===== src/rtl/lwe_encrypt_column_accumulator_defines.svh =====
// Assertion macros for the LWE column accumulator.
// Used by the top level only; depends on nothing else.
`ifndef LWE_ENCRYPT_COLUMN_ACCUMULATOR_DEFINES_SVH
`define LWE_ENCRYPT_COLUMN_ACCUMULATOR_DEFINES_SVH

// Same-cycle implication, disabled while reset is asserted.
`define LWECA_ASSERT_IMP(label, clk, rst_n, ante, cons) \
	label: assert property (@(posedge clk) disable iff (!rst_n) (ante) |-> (cons)) \
		else $error("lweca: same-cycle check failed");

// Next-cycle implication, disabled while reset is asserted.
`define LWECA_ASSERT_NXT(label, clk, rst_n, ante, cons) \
	label: assert property (@(posedge clk) disable iff (!rst_n) (ante) |=> (cons)) \
		else $error("lweca: next-cycle check failed");

`endif


===== src/rtl/lweca_pkg.sv =====
// Package of the LWE column accumulator: payload structs, widths and states.
// No dependencies.
package lweca_pkg;

	localparam int COL_W      = 11;
	localparam int MOD_W      = 31;
	localparam int COLS_W     = 12;
	localparam int ACC_W      = 64;
	localparam int PK_W       = 32;
	localparam int SMP_W      = 16;
	localparam int PROD_W     = PK_W + SMP_W;
	localparam int CFG_IDX_W  = 2;
	localparam int MAX_COLS_D = 2048;

	localparam logic [CFG_IDX_W-1:0] CFG_PK_MODULUS    = 2'd0;
	localparam logic [CFG_IDX_W-1:0] CFG_TOTAL_MODULUS = 2'd1;
	localparam logic [CFG_IDX_W-1:0] CFG_COLS_IN_USE   = 2'd2;

	localparam logic CMD_ACCUMULATE = 1'b0;
	localparam logic CMD_FINISH     = 1'b1;

	typedef struct packed {
		logic                    command;
		logic [COL_W-1:0]        column;
		logic signed [PK_W-1:0]  pk_element;
		logic signed [SMP_W-1:0] secret_sample;
		logic signed [SMP_W-1:0] noise_sample;
		logic                    message_bit;
	} in_item_t;

	typedef struct packed {
		logic [COL_W-1:0] out_column;
		logic [MOD_W-1:0] ct_value;
	} out_item_t;

	typedef enum logic [2:0] {
		S_CLEAR,
		S_IDLE,
		S_MUL,
		S_ADD,
		S_START,
		S_DIV,
		S_EMIT
	} state_t;

endpackage


===== src/rtl/lweca_mod_unit.sv =====
// Bit-serial signed remainder of a 64-bit word by a 31-bit modulus, made non-negative.
// Depends on lweca_pkg for widths.
module lweca_mod_unit (
	input  logic                        clk,
	input  logic                        arst_n,
	input  logic                        start,
	input  logic [lweca_pkg::ACC_W-1:0] acc,
	input  logic [lweca_pkg::MOD_W-1:0] modulus,
	output logic                        done,
	output logic [lweca_pkg::MOD_W-1:0] rem
);
	import lweca_pkg::*;

	localparam int CNT_W = $clog2(ACC_W) + 1;

	logic [ACC_W-1:0] mag_q;
	logic [MOD_W-1:0] r_q;
	logic [MOD_W-1:0] m_q;
	logic             neg_q;
	logic [CNT_W-1:0] cnt_q;
	logic             busy_q;
	logic             done_q;

	logic [MOD_W:0]   r_sh;
	logic [MOD_W:0]   diff;
	logic [MOD_W-1:0] r_next;

	assign r_sh   = {r_q, mag_q[ACC_W-1]};
	assign diff   = r_sh - {1'b0, m_q};
	assign r_next = (r_sh >= {1'b0, m_q}) ? diff[MOD_W-1:0] : r_sh[MOD_W-1:0];

	always_ff @(posedge clk or negedge arst_n) begin
		if (!arst_n) begin
			busy_q <= 1'b0;
			done_q <= 1'b0;
			cnt_q  <= '0;
		end else begin
			done_q <= !start && busy_q && (cnt_q == CNT_W'(1));
			if (start) begin
				busy_q <= 1'b1;
				cnt_q  <= CNT_W'(ACC_W);
			end else if (busy_q) begin
				cnt_q <= cnt_q - 1'b1;
				if (cnt_q == CNT_W'(1)) begin
					busy_q <= 1'b0;
				end
			end
		end
	end

	always_ff @(posedge clk) begin
		if (start) begin
			neg_q <= acc[ACC_W-1];
			mag_q <= acc[ACC_W-1] ? (~acc + ACC_W'(1)) : acc;
			m_q   <= modulus;
			r_q   <= '0;
		end else if (busy_q) begin
			mag_q <= {mag_q[ACC_W-2:0], 1'b0};
			r_q   <= r_next;
		end
	end

	assign done = done_q;

	always_comb begin
		if (m_q == '0) begin
			rem = '0;
		end else if (neg_q && (r_q != '0)) begin
			rem = m_q - r_q;
		end else begin
			rem = r_q;
		end
	end

endmodule

===== config.mk =====
export PLATFORM = sky130hd
export DESIGN_NAME = lweca_mod_unit
export DESIGN_NICKNAME = d
export VERILOG_FILES = /design/src/rtl/lwe_encrypt_column_accumulator_defines.svh /design/src/rtl/lweca_pkg.sv /design/src/rtl/lweca_mod_unit.sv
export SDC_FILE = /design/constraint.sdc
export NUM_CORES = 1
export LEC_CHECK = 0
export ABC_AREA = 0
export BUFFER_PORTS_ARGS = -buffer_cell sky130_fd_sc_hd__buf_4
export CORE_MARGIN = 2
export CORE_UTILIZATION = 50
export DETAILED_ROUTE_END_ITERATION = 10
export PLACE_DENSITY = 0.7
export REMOVE_ABC_BUFFERS = 1
export SLEW_MARGIN = 20
export SYNTH_ARGS = -nofsm -noshare
export SYNTH_HDL_FRONTEND = slang
export SYNTH_SLANG_ARGS = --single-unit

===== constraint.sdc =====
create_clock -name clk -period 4.6 [get_ports clk]
set_clock_uncertainty 0.15 [all_clocks]
set_input_delay 1.15 -clock clk [delete_from_list [all_inputs] [get_ports clk]]
set_output_delay 1.15 -clock clk [all_outputs]
set_load 0.01 [all_outputs]

==> results.sh, run 1 <==
export IMPL_total_power_mw=9.13
export IMPL_cp_end_kind="output port"
export IMPL_portBuffers=129
export IMPL_status="finished, violations left"
export IMPL_grt_pass1_wl_mm=47.1
export IMPL_htreeDepth=4
export IMPL_dpl_hpwl_mm=21.2
export IMPL_core_um2=21000
export IMPL_p_per_area_nw_per_um2=691
export IMPL_rows=53
export IMPL_setup_violations=3
export IMPL_cts_buffer_depth=2
export IMPL_finalNonFillerCells=1696
export IMPL_die_w_um=150
export IMPL_worstPathMaxFanout=3
export IMPL_reg2reg_from="m_q[0]"
export IMPL_async_reset_ff_share_pct=6.62
export IMPL_synth_commonest_cells="nor2_1 (175), a21oi_1 (132), edfxtp_1 (96)"
export IMPL_totalWireLength_mm=29.6
export IMPL_initial_core_util_pct=50.7
export IMPL_yosysMostFrequentCell="nor2_1"
export IMPL_timing_rr_end="r_q[4]"
export IMPL_critPathSlowestCell="edfxtp_1"
export IMPL_clock_sinks=136
export IMPL_avgViaCountPerCell=5.85
export IMPL_p_leak_nw=5.71
export IMPL_tritoncts="yes"
export IMPL_antenna_left=0
export IMPL_ys_warn_count=0
export IMPL_dieHeight_um=150
export IMPL_violations="negative setup slack"
export IMPL_start_kind="flop"
export IMPL_setup_ws_ns=-0.114
export IMPL_vias=9917
export IMPL_synth_seq_cells=136
export IMPL_avgRoutedWirePerCell_um=17.5
export IMPL_synthesis_instances=1238
export IMPL_critPathKind="flop to output port"
export IMPL_hold_path_endpoint="cnt_q[6]"
export IMPL_synthFlopType="edfxtp_1"
export IMPL_synth_area_leaders="edfxtp_1 (27%), ha_1 (7.5%), xor2_1 (6.3%)"
export IMPL_syn2layout_area_growth_pct=24.2
export IMPL_nets=1572
export IMPL_die_area_um2=22400
export IMPL_grt_use_total_pct=26.4
export IMPL_dp_cells=1639
export IMPL_reg2reg_slack_ns=0.88
export IMPL_fin_hold_ws_ns=0.372
export IMPL_ioPinCount=130
export IMPL_dp_slack_ns=0.0292
export IMPL_cp_common_cell="buf_4"
export IMPL_yosysTopAreaCell="edfxtp_1"
export IMPL_layout_min_cycle_time_ns=4.71
export IMPL_tns_ns=-0.157
export IMPL_cap_violations=0
export IMPL_hp_class="flop to flop"
export IMPL_fin_crit_sh_pct=102
export IMPL_overflow=0
export IMPL_finalHoldViolCount=0
export IMPL_worstPathCellList="ha_1, nand4_1, nor4_2, buf_4, o211ai_1, buf_4, a2111o_1, a31o_4, xnor2_2, nand2b_1, xor2_2, nor2_1, buf_4"
export IMPL_relSlewSlack_pct=39.4
export IMPL_diodes=0
export IMPL_hold_depth=2
export IMPL_drive_above_1_share_pct=21.7
export IMPL_rsz0062_at_grt="true"
export IMPL_grt_pass1_vias=9429
export IMPL_first_pass_iters=7
export IMPL_synth_area_um2=10600
export IMPL_min_from="cnt_q[6]"
export IMPL_cts_hold_buffers=0
export IMPL_antenna_found_initial=0
export IMPL_detail_route_iter0_violations=636
export IMPL_syn_avg_cell_area_um2=8.59
export IMPL_synth_edff_count=96
export IMPL_route_detailed_drc=0
export IMPL_maxSlewViolCount=0
export IMPL_worst_pin_slew_ns=0.909
export IMPL_synth_distinct_cells=66
export IMPL_clkSlewWorstSetupHoldPaths_ns=0.06
export IMPL_synth_top_cell_area_share_pct=27.1
export IMPL_clock_latency_ns=0.43
export IMPL_place_congestion=0.888
export IMPL_ir_drop_mv=0.534
export IMPL_grt_max_degree=81
export IMPL_numCtsBuffers=17
export IMPL_seq_area_frac_synth_pct=35.1
export IMPL_worstPathRequired_ns=3.30
export IMPL_cp_data_arrival_time_ns=3.41
export IMPL_max_stage_delay_ns=0.43
export IMPL_ff2ff_path_depth=14
export IMPL_max_freq_ghz=0.212
export IMPL_cts_root_buf="clkbuf_16"
==> final cells by class <==
type	instances	area (um2)
fill	1869	7750
multi-input combinational	960	6680
sequential	136	3730
timing repair buffer	208	1590
clock buffer	17	425
tap	275	344
inverter	85	319
clock inverter	15	126
==> metal layers <==
metal / share of wire, % / global-route usage (%) / vias to the layer above
met5: 0 / 0 / -
met4: 2.9 / 9.15 / 0
met3: 5.9 / 4.88 / 62
met2: 48 / 45.1 / 330
met1: 43 / 33.5 / 4666
li1: - / - / 4859
==> critical path: cells and delay by family (launching register included) <==
kind / cells / cell delay, ns
simple gates: 4 / 0.70
buf+inv: 3 / 0.47
xor+xnor: 2 / 0.31
fa+ha+maj: 1 / 0.33
flops: 1 / 0.43
compound gates: 3 / 0.72
==> stage by stage <==
| step | utilization (%) | cell area, um2 |
|---|---|---|
| after global routing | 63.0 | 13200 |
| final | 63.0 | 13200 |
| after detailed placement | 58.1 | 12200 |
| after global placement | 58.1 | 12200 |
| after floorplan | - | 10400 |
| after CTS | 62.2 | 13000 |
==> flip-flops by register name (all words and copies together) (netlist names) <==
register  cells
mag_q        64
m_q          31
r_q          31
cnt_q         7
busy_q        1
done          1
neg_q         1
==> power by group <==
part / total (mW) / switching [mW] / internal (mW)
clock network: 1.33 / 0.584 / 0.742
registers: 1.79 / 0.193 / 1.60
logic: 6.01 / 3.30 / 2.72
==> how the worst max path moves through the flow <==
stage / from / endpoint / slack, ns / cells after the start
after CTS: m_q[18] / rem[30] / -0.1 / 13
after global placement: acc[16] / mag_q[61] / 0.11 / 10
after detailed placement: acc[16] / mag_q[61] / 0.03 / 10
after floorplan: m_q[2] / r_q[30] / -0.69 / 10
after global routing: m_q[11] / rem[30] / -0.24 / 13
final: m_q[12] / rem[30] / -0.11 / 13
==> cell families after synthesis <==
| group | synth area share, % |
|---|---|
| mux | 3.59 |
| flops | 35.1 |
| buf+inv | 5.03 |
| compound gates | 21.7 |
| fa+ha+maj | 7.91 |
| xor+xnor | 9.56 |
| simple gates | 17.2 |
==> timing repair <==
action / in CTS / in global routing
endpoints found under the setup margin: 15 / 18
resized for setup: 31 / 29
pin swaps: 23 / 30
setup buffers: 18 / 9
==> cells in the final DEF, fill, tap and decap left out, drive strengths merged, types with 15 or more instances in the layout <==
| cell | n |
|---|---|
| nand4 | 17 |
| nand2 | 64 |
| ha | 64 |
| a211oi | 30 |
| dfxtp | 31 |
| mux2i | 28 |
| a21oi | 132 |
| xor2 | 77 |
| o31ai | 19 |
| nand3 | 15 |
| clkbuf | 17 |
| nor3 | 23 |
| inv | 89 |
| xnor2 | 39 |
| buf | 208 |
| o21ai | 51 |
| edfxtp | 96 |
| a21o | 38 |
| nor4 | 28 |
| nor2 | 175 |
No activity file was read; power rests on OpenSTA's default activity.
==> inputs of run 2 (changes only) <==
--- a/config.mk
+++ b/config.mk
@@ -8,9 +8,9 @@
 export ABC_AREA = 0
 export BUFFER_PORTS_ARGS = -buffer_cell sky130_fd_sc_hd__buf_4
 export CORE_MARGIN = 2
-export CORE_UTILIZATION = 50
+export CORE_UTILIZATION = 35
 export DETAILED_ROUTE_END_ITERATION = 10
-export PLACE_DENSITY = 0.7
+export RECOVER_POWER = 50
 export REMOVE_ABC_BUFFERS = 1
 export SLEW_MARGIN = 20
 export SYNTH_ARGS = -nofsm -noshare
==> run 2 against run 1 <==
- the flow finishes with violations (max-capacitance violations, max-slew violations, negative setup slack)
- final area up 1.5%
- die area increased by 42%
- routed wire length rose by 4.0%
- clock power increased by 11%
- largest cell class unchanged
- highest routed layer is now met5
==> results.sh, run 2 (same netlist as run 1, synthesis figures left out) <==
export IMPL_place_congestion=0.901
export IMPL_antenna_left=0
export IMPL_grt_max_degree=102
export IMPL_tritoncts="yes"
export IMPL_cp_end_kind="output port"
export IMPL_overflow=0
export IMPL_cts_root_buf="clkbuf_16"
export IMPL_grt_busiest_layer="met2"
export IMPL_start_kind="flop"
export IMPL_initial_core_util_pct=35.7
export IMPL_portBuffers=129
export IMPL_avgViaCountPerCell=5.39
export IMPL_relSlewSlack_pct=-53.6
export IMPL_p_leak_nw=5.74
export IMPL_layout_min_cycle_time_ns=4.67
export IMPL_worst_pin_slew_ns=2.30
export IMPL_cts_buffer_depth=2
export IMPL_fin_util_pct=45.0
export IMPL_avgRoutedWirePerCell_um=17.0
export IMPL_worstPathMaxFanout=3
export IMPL_clock_latency_ns=0.44
export IMPL_regMostFlops="mag_q"
export IMPL_core_um2=29800
export IMPL_largestRegisters="mag_q: 64 flops, m_q: 31 flops, r_q: 31 flops"
export IMPL_final_cell_area_um2=13400
export IMPL_clock_sinks=136
export IMPL_fin_hold_ws_ns=0.381
export IMPL_diodes=0
export IMPL_mostFrequentLayoutCell="buf_4"
export IMPL_grt_use_met1_pct=26.4
export IMPL_vias=9804
export IMPL_critPathSlowestCell="edfxtp_1"
export IMPL_nets=1579
export IMPL_violations="max-capacitance violations, max-slew violations, negative setup slack"
export IMPL_max_stage_delay_ns=0.49
export IMPL_worstPathRequired_ns=3.30
export IMPL_numCtsBuffers=17
export IMPL_worstPathCellList="ha_1, nand4_1, buf_4, nor2_1, a211oi_1, a2111o_1, a31o_4, xnor2_2, nand2b_1, xor2_2, nor2_1, buf_4"
export IMPL_total_power_mw=9.26
export IMPL_ioPinCount=130
export IMPL_setup_ws_ns=-0.0678
export IMPL_dieHeight_um=178
export IMPL_finalHoldViolCount=0
export IMPL_clkSlewWorstSetupHoldPaths_ns=0.06
export IMPL_maxSlewViolCount=230
export IMPL_cap_violations=4
export IMPL_syn2layout_area_growth_pct=26.1
export IMPL_grt_pass1_wl_mm=48.8
export IMPL_max_freq_ghz=0.214
export IMPL_htreeDepth=4
export IMPL_most_common_layout_cells="buf_4 (175), nor2_1 (173), a21oi_1 (122)"
export IMPL_p_per_area_nw_per_um2=691
export IMPL_rows=63
export IMPL_grt_use_total_pct=19.5
export IMPL_first_pass_iters=5
export IMPL_status="finished, violations left"
export IMPL_gr_usage_met2_pct=31.4
export IMPL_dpl_hpwl_mm=23.0
export IMPL_setup_violations=1
export IMPL_grt_pass1_vias=9533
export IMPL_die_w_um=178
export IMPL_hp_class="flop to flop"
export IMPL_fin_crit_sh_pct=101
export IMPL_cp_data_arrival_time_ns=3.37
export IMPL_ir_drop_mv=0.405
export IMPL_antenna_found_initial=2
export IMPL_drive_above_1_share_pct=21.6
export IMPL_route_detailed_drc=0
export IMPL_die_area_um2=31800
export IMPL_rsz0062_at_grt="true"
export IMPL_critPathKind="flop to output port"
export IMPL_place_area_um2=12300
export IMPL_largest_reg_flops=64
export IMPL_use_met3_pct=3.64
export IMPL_detail_route_iter0_violations=673
export IMPL_totalWireLength_mm=30.8
[run 2: cell types whose count changed in the layout (fill, tap and decap cells not counted), moves of 3 or more]
cell        previous run  this run
clkinvlp_4             6         3
clkbuf_4               0        31
buf_6                  3         0
buf_4                204       175
clkbuf_1               0         8
[run 2: cell type report]
cell class / instances / area (um2)
fill: 3001 / 16400
multi-input combinational: 960 / 6680
sequential: 136 / 3730
timing repair buffer: 215 / 1580
tap: 390 / 488
clock buffer: 19 / 443
inverter: 85 / 319
clock inverter: 13 / 168
[run 2: timing repair]
item,4_1_cts,5_1_grt
resized for setup,36,20
cloned,0,0
pin swaps,26,28
buffers inserted,18,12
endpoints found under the setup margin,15,15
hold buffers,0,0
[run 2: critical path, delay by kind of cell (launching register included)]
family / cells / cell delay, ns
compound gates: 3 / 0.90
xor+xnor: 2 / 0.32
fa+ha+maj: 1 / 0.35
buf+inv: 2 / 0.32
flops: 1 / 0.49
simple gates: 4 / 0.53
[run 2: through the flow]
stage / setup slack, ns / setup TNS [ns] / cells
6_report: -0.0678 / -0.0678 / 1818
5_1_grt: -0.229 / -1.47 / 1818
4_1_cts: -0.0949 / -0.194 / 1806
3_5_place_dp: 0.0273 / 0 / 1756
3_3_place_gp: 0.0520 / 0 / 1756
2_1_floorplan: -0.686 / -17.01 / 1181
[run 2: path summary, 6_finish.rpt]
path                            startpoint  endpoint  slack, ns  cells past startpoint
worst max-delay path               m_q[18]   rem[30]      -0.07                     12
worst min-delay path                r_q[3]    r_q[3]       0.38                      2
worst max register to register      m_q[0]    r_q[9]       0.88                     14
worst min register to register      r_q[3]    r_q[3]       0.38                      2
max in group asynchronous           arst_n    busy_q       3.46                      1
min in group asynchronous           arst_n  cnt_q[4]       0.50                      1
[run 2: where the power goes]
| part | internal (mW) | switching [mW] | total [mW] |
|---|---|---|---|
| logic | 2.69 | 3.32 | 6.01 |
| clock network | 0.875 | 0.592 | 1.47 |
| registers | 1.60 | 0.189 | 1.79 |
| total | 5.16 | 4.10 | 9.26 |
[run 2: metal layers]
metal  part of all wire [%]  wire length, um  vias to the layer above
met1                     47            14400                     4614
met5                  0.075               23                        -
met2                     46            14200                      271
met4                    2.3              699                        4
li1                       -                -                     4868
met3                    5.0             1550                       47
==> inputs of run 3 (changes only) <==
--- a/config.mk
+++ b/config.mk
@@ -7,6 +7,7 @@
 export LEC_CHECK = 0
 export ABC_AREA = 0
 export BUFFER_PORTS_ARGS = -buffer_cell sky130_fd_sc_hd__buf_4
+export CORE_ASPECT_RATIO = 2
 export CORE_MARGIN = 2
 export CORE_UTILIZATION = 35
 export DETAILED_ROUTE_END_ITERATION = 10
==> run 3 against run 2 <==
- the run still ends with max-capacitance violations, max-slew violations, negative setup slack left
- first-iteration DRC count shrank 26%
- sequential power is essentially flat
- via count grew 2.5%
- setup slack lost 0.19 ns
- non-clock buffer count shrank 6
- core utilization shrank 0.44 points
- register-to-register slack lost 0.25 ns
- final cell count shrank 1.6%
- routed wire length grew 14%
- hold slack lost 0.0072 ns
==> results.sh, run 3 (same netlist as run 1, synthesis figures left out) <==
export IMPL_status="finished, violations left"
export IMPL_violations="max-capacitance violations, max-slew violations, negative setup slack"
export IMPL_rows=90
export IMPL_ioPinCount=130
export IMPL_totalWireLength_mm=35.0
export IMPL_setup_ws_ns=-0.261
export IMPL_finalNonFillerCells=1789
export IMPL_antenna_found_initial=0
export IMPL_start_kind="flop"
export IMPL_power_internal_mw=5.32
export IMPL_tritoncts="yes"
export IMPL_diodes=0
export IMPL_power_switching_share_pct=44.1
export IMPL_relSlewSlack_pct=-57.1
export IMPL_first_pass_iters=6
export IMPL_place_congestion=0.891
export IMPL_worstPathMaxFanout=4
export IMPL_mostFrequentLayoutCell="nor2_1"
export IMPL_setup_violations=12
export IMPL_portBuffers=129
export IMPL_avgViaCountPerCell=5.62
export IMPL_hp_class="flop to flop"
export IMPL_clock_latency_ns=0.45
export IMPL_grt_max_degree=185
export IMPL_finalHoldViolCount=0
export IMPL_maxSlewViolCount=289
export IMPL_p_clk_share_pct=16.5
export IMPL_core_um2=30100
export IMPL_cts_buffer_depth=2
export IMPL_cap_violations=3
export IMPL_p_switching_mw=4.21
export IMPL_drive_above_1_share_pct=21.3
export IMPL_cp_end_kind="output port"
export IMPL_final_cell_area_um2=13400
export IMPL_initial_core_util_pct=35.4
export IMPL_dpl_hpwl_mm=27.4
export IMPL_grt_use_total_pct=22.1
export IMPL_fin_crit_sh_pct=106
export IMPL_antenna_left=0
export IMPL_syn2layout_area_growth_pct=26.0
export IMPL_total_power_mw=9.53
export IMPL_dp_cells=1736
export IMPL_avgRoutedWirePerCell_um=19.6
export IMPL_largest_reg_flops=64
export IMPL_grt_pass1_vias=10300
export IMPL_critPathKind="flop to output port"
export IMPL_regMostFlops="mag_q"
export IMPL_numCtsBuffers=17
export IMPL_die_area_um2=31900
export IMPL_fill_cells=3003
export IMPL_route_detailed_drc=0
export IMPL_rsz0062_at_grt="true"
export IMPL_seq_power_share_pct=18.9
export IMPL_nets=1573
export IMPL_pwr_share_comb_pct=64.7
export IMPL_max_freq_ghz=0.206
export IMPL_worst_pin_slew_ns=2.36
export IMPL_cts_hold_buffers=0
export IMPL_most_common_layout_cells="nor2_1 (173), buf_4 (168), a21oi_1 (122)"
export IMPL_grt_pass1_wl_mm=53.9
export IMPL_layout_min_cycle_time_ns=4.86
export IMPL_cts_root_buf="clkbuf_16"
export IMPL_p_leak_nw=5.76
export IMPL_p_per_area_nw_per_um2=711
export IMPL_htreeDepth=4
export IMPL_ir_drop_mv=0.336
export IMPL_largestRegisters="mag_q: 64 flops, m_q: 31 flops, r_q: 31 flops"
export IMPL_dieHeight_um=250
export IMPL_clock_sinks=136
export IMPL_vias=10100
export IMPL_cp_data_arrival_time_ns=3.56
export IMPL_worstPathRequired_ns=3.30
export IMPL_die_w_um=127
export IMPL_detail_route_iter0_violations=500
export IMPL_place_area_um2=12300
export IMPL_overflow=0
export IMPL_clkSlewWorstSetupHoldPaths_ns=0.06
[run 3: worst max-delay path, stage by stage, from the launching register on]
cell      delay, ns
edfxtp_1       0.53
ha_4           0.35
nand4_1        0.21
nor4_4         0.41
o211ai_1       0.23
a2111o_1       0.50
a31o_4         0.27
xnor2_2        0.11
nand2b_1       0.10
xor2_2         0.15
nor2_1         0.11
buf_4          0.13
[run 3: power by group through the flow]
stage	clock network, mW	logic (mW)	registers (mW)
after floorplan	0	3.37	1.81
after global placement	0	5.76	1.82
after detailed placement	0	5.78	1.82
after CTS	1.60	6.00	1.80
after global routing	1.64	6.71	1.82
final	1.57	6.16	1.80
[run 3: per-layer routing]
| layer | GRT usage (%) | wire [um] |
|---|---|---|
| met5 | 0 | 0 |
| met4 | 19.5 | 3210 |
| met3 | 3.59 | 1250 |
| met2 | 42.7 | 19500 |
| met1 | 18.7 | 11100 |
[run 3: per-stage QoR]
step	worst slack, ns	util (%)	hold WS [ns]	setup TNS, ns
after global routing	-0.301	44.6	0.407	-2.83
after CTS	-0.205	44.0	0.343	-0.912
after floorplan	-0.686	-	0.328	-17.01
after global placement	0.0896	41.0	0.349	0
final	-0.261	44.6	0.373	-1.13
after detailed placement	0.0584	41.0	0.351	0
[run 3: what timing repair did]
| item | in CTS | in global routing |
|---|---|---|
| resized for setup | 42 | 21 |
| setup buffers | 12 | 12 |
| setup endpoints to repair | 19 | 20 |
| pin swaps | 27 | 25 |
[run 3: cell type report]
cell class / count / area, um2 / area share (%)
Sequential cell: 136 / 3730 / 27.8
Clock buffer: 19 / 433 / 3.23
Timing Repair Buffer: 209 / 1560 / 11.7
Multi-Input combinational cell: 960 / 6670 / 49.8
Tap cell: 368 / 460 / 3.44
Inverter: 85 / 319 / 2.38
Clock inverter: 12 / 225 / 1.68
[run 3: final timing paths]
path | from | to | slack, ns | depth (start not counted)
max in group asynchronous | arst_n | busy_q | 3.47 | 1
worst min-delay path | r_q[2] | r_q[2] | 0.37 | 2
worst min register to register | r_q[2] | r_q[2] | 0.37 | 2
min in group asynchronous | arst_n | cnt_q[6] | 0.49 | 1
worst max-delay path | m_q[18] | rem[30] | -0.26 | 11
worst max register to register | m_q[0] | r_q[3] | 0.63 | 15
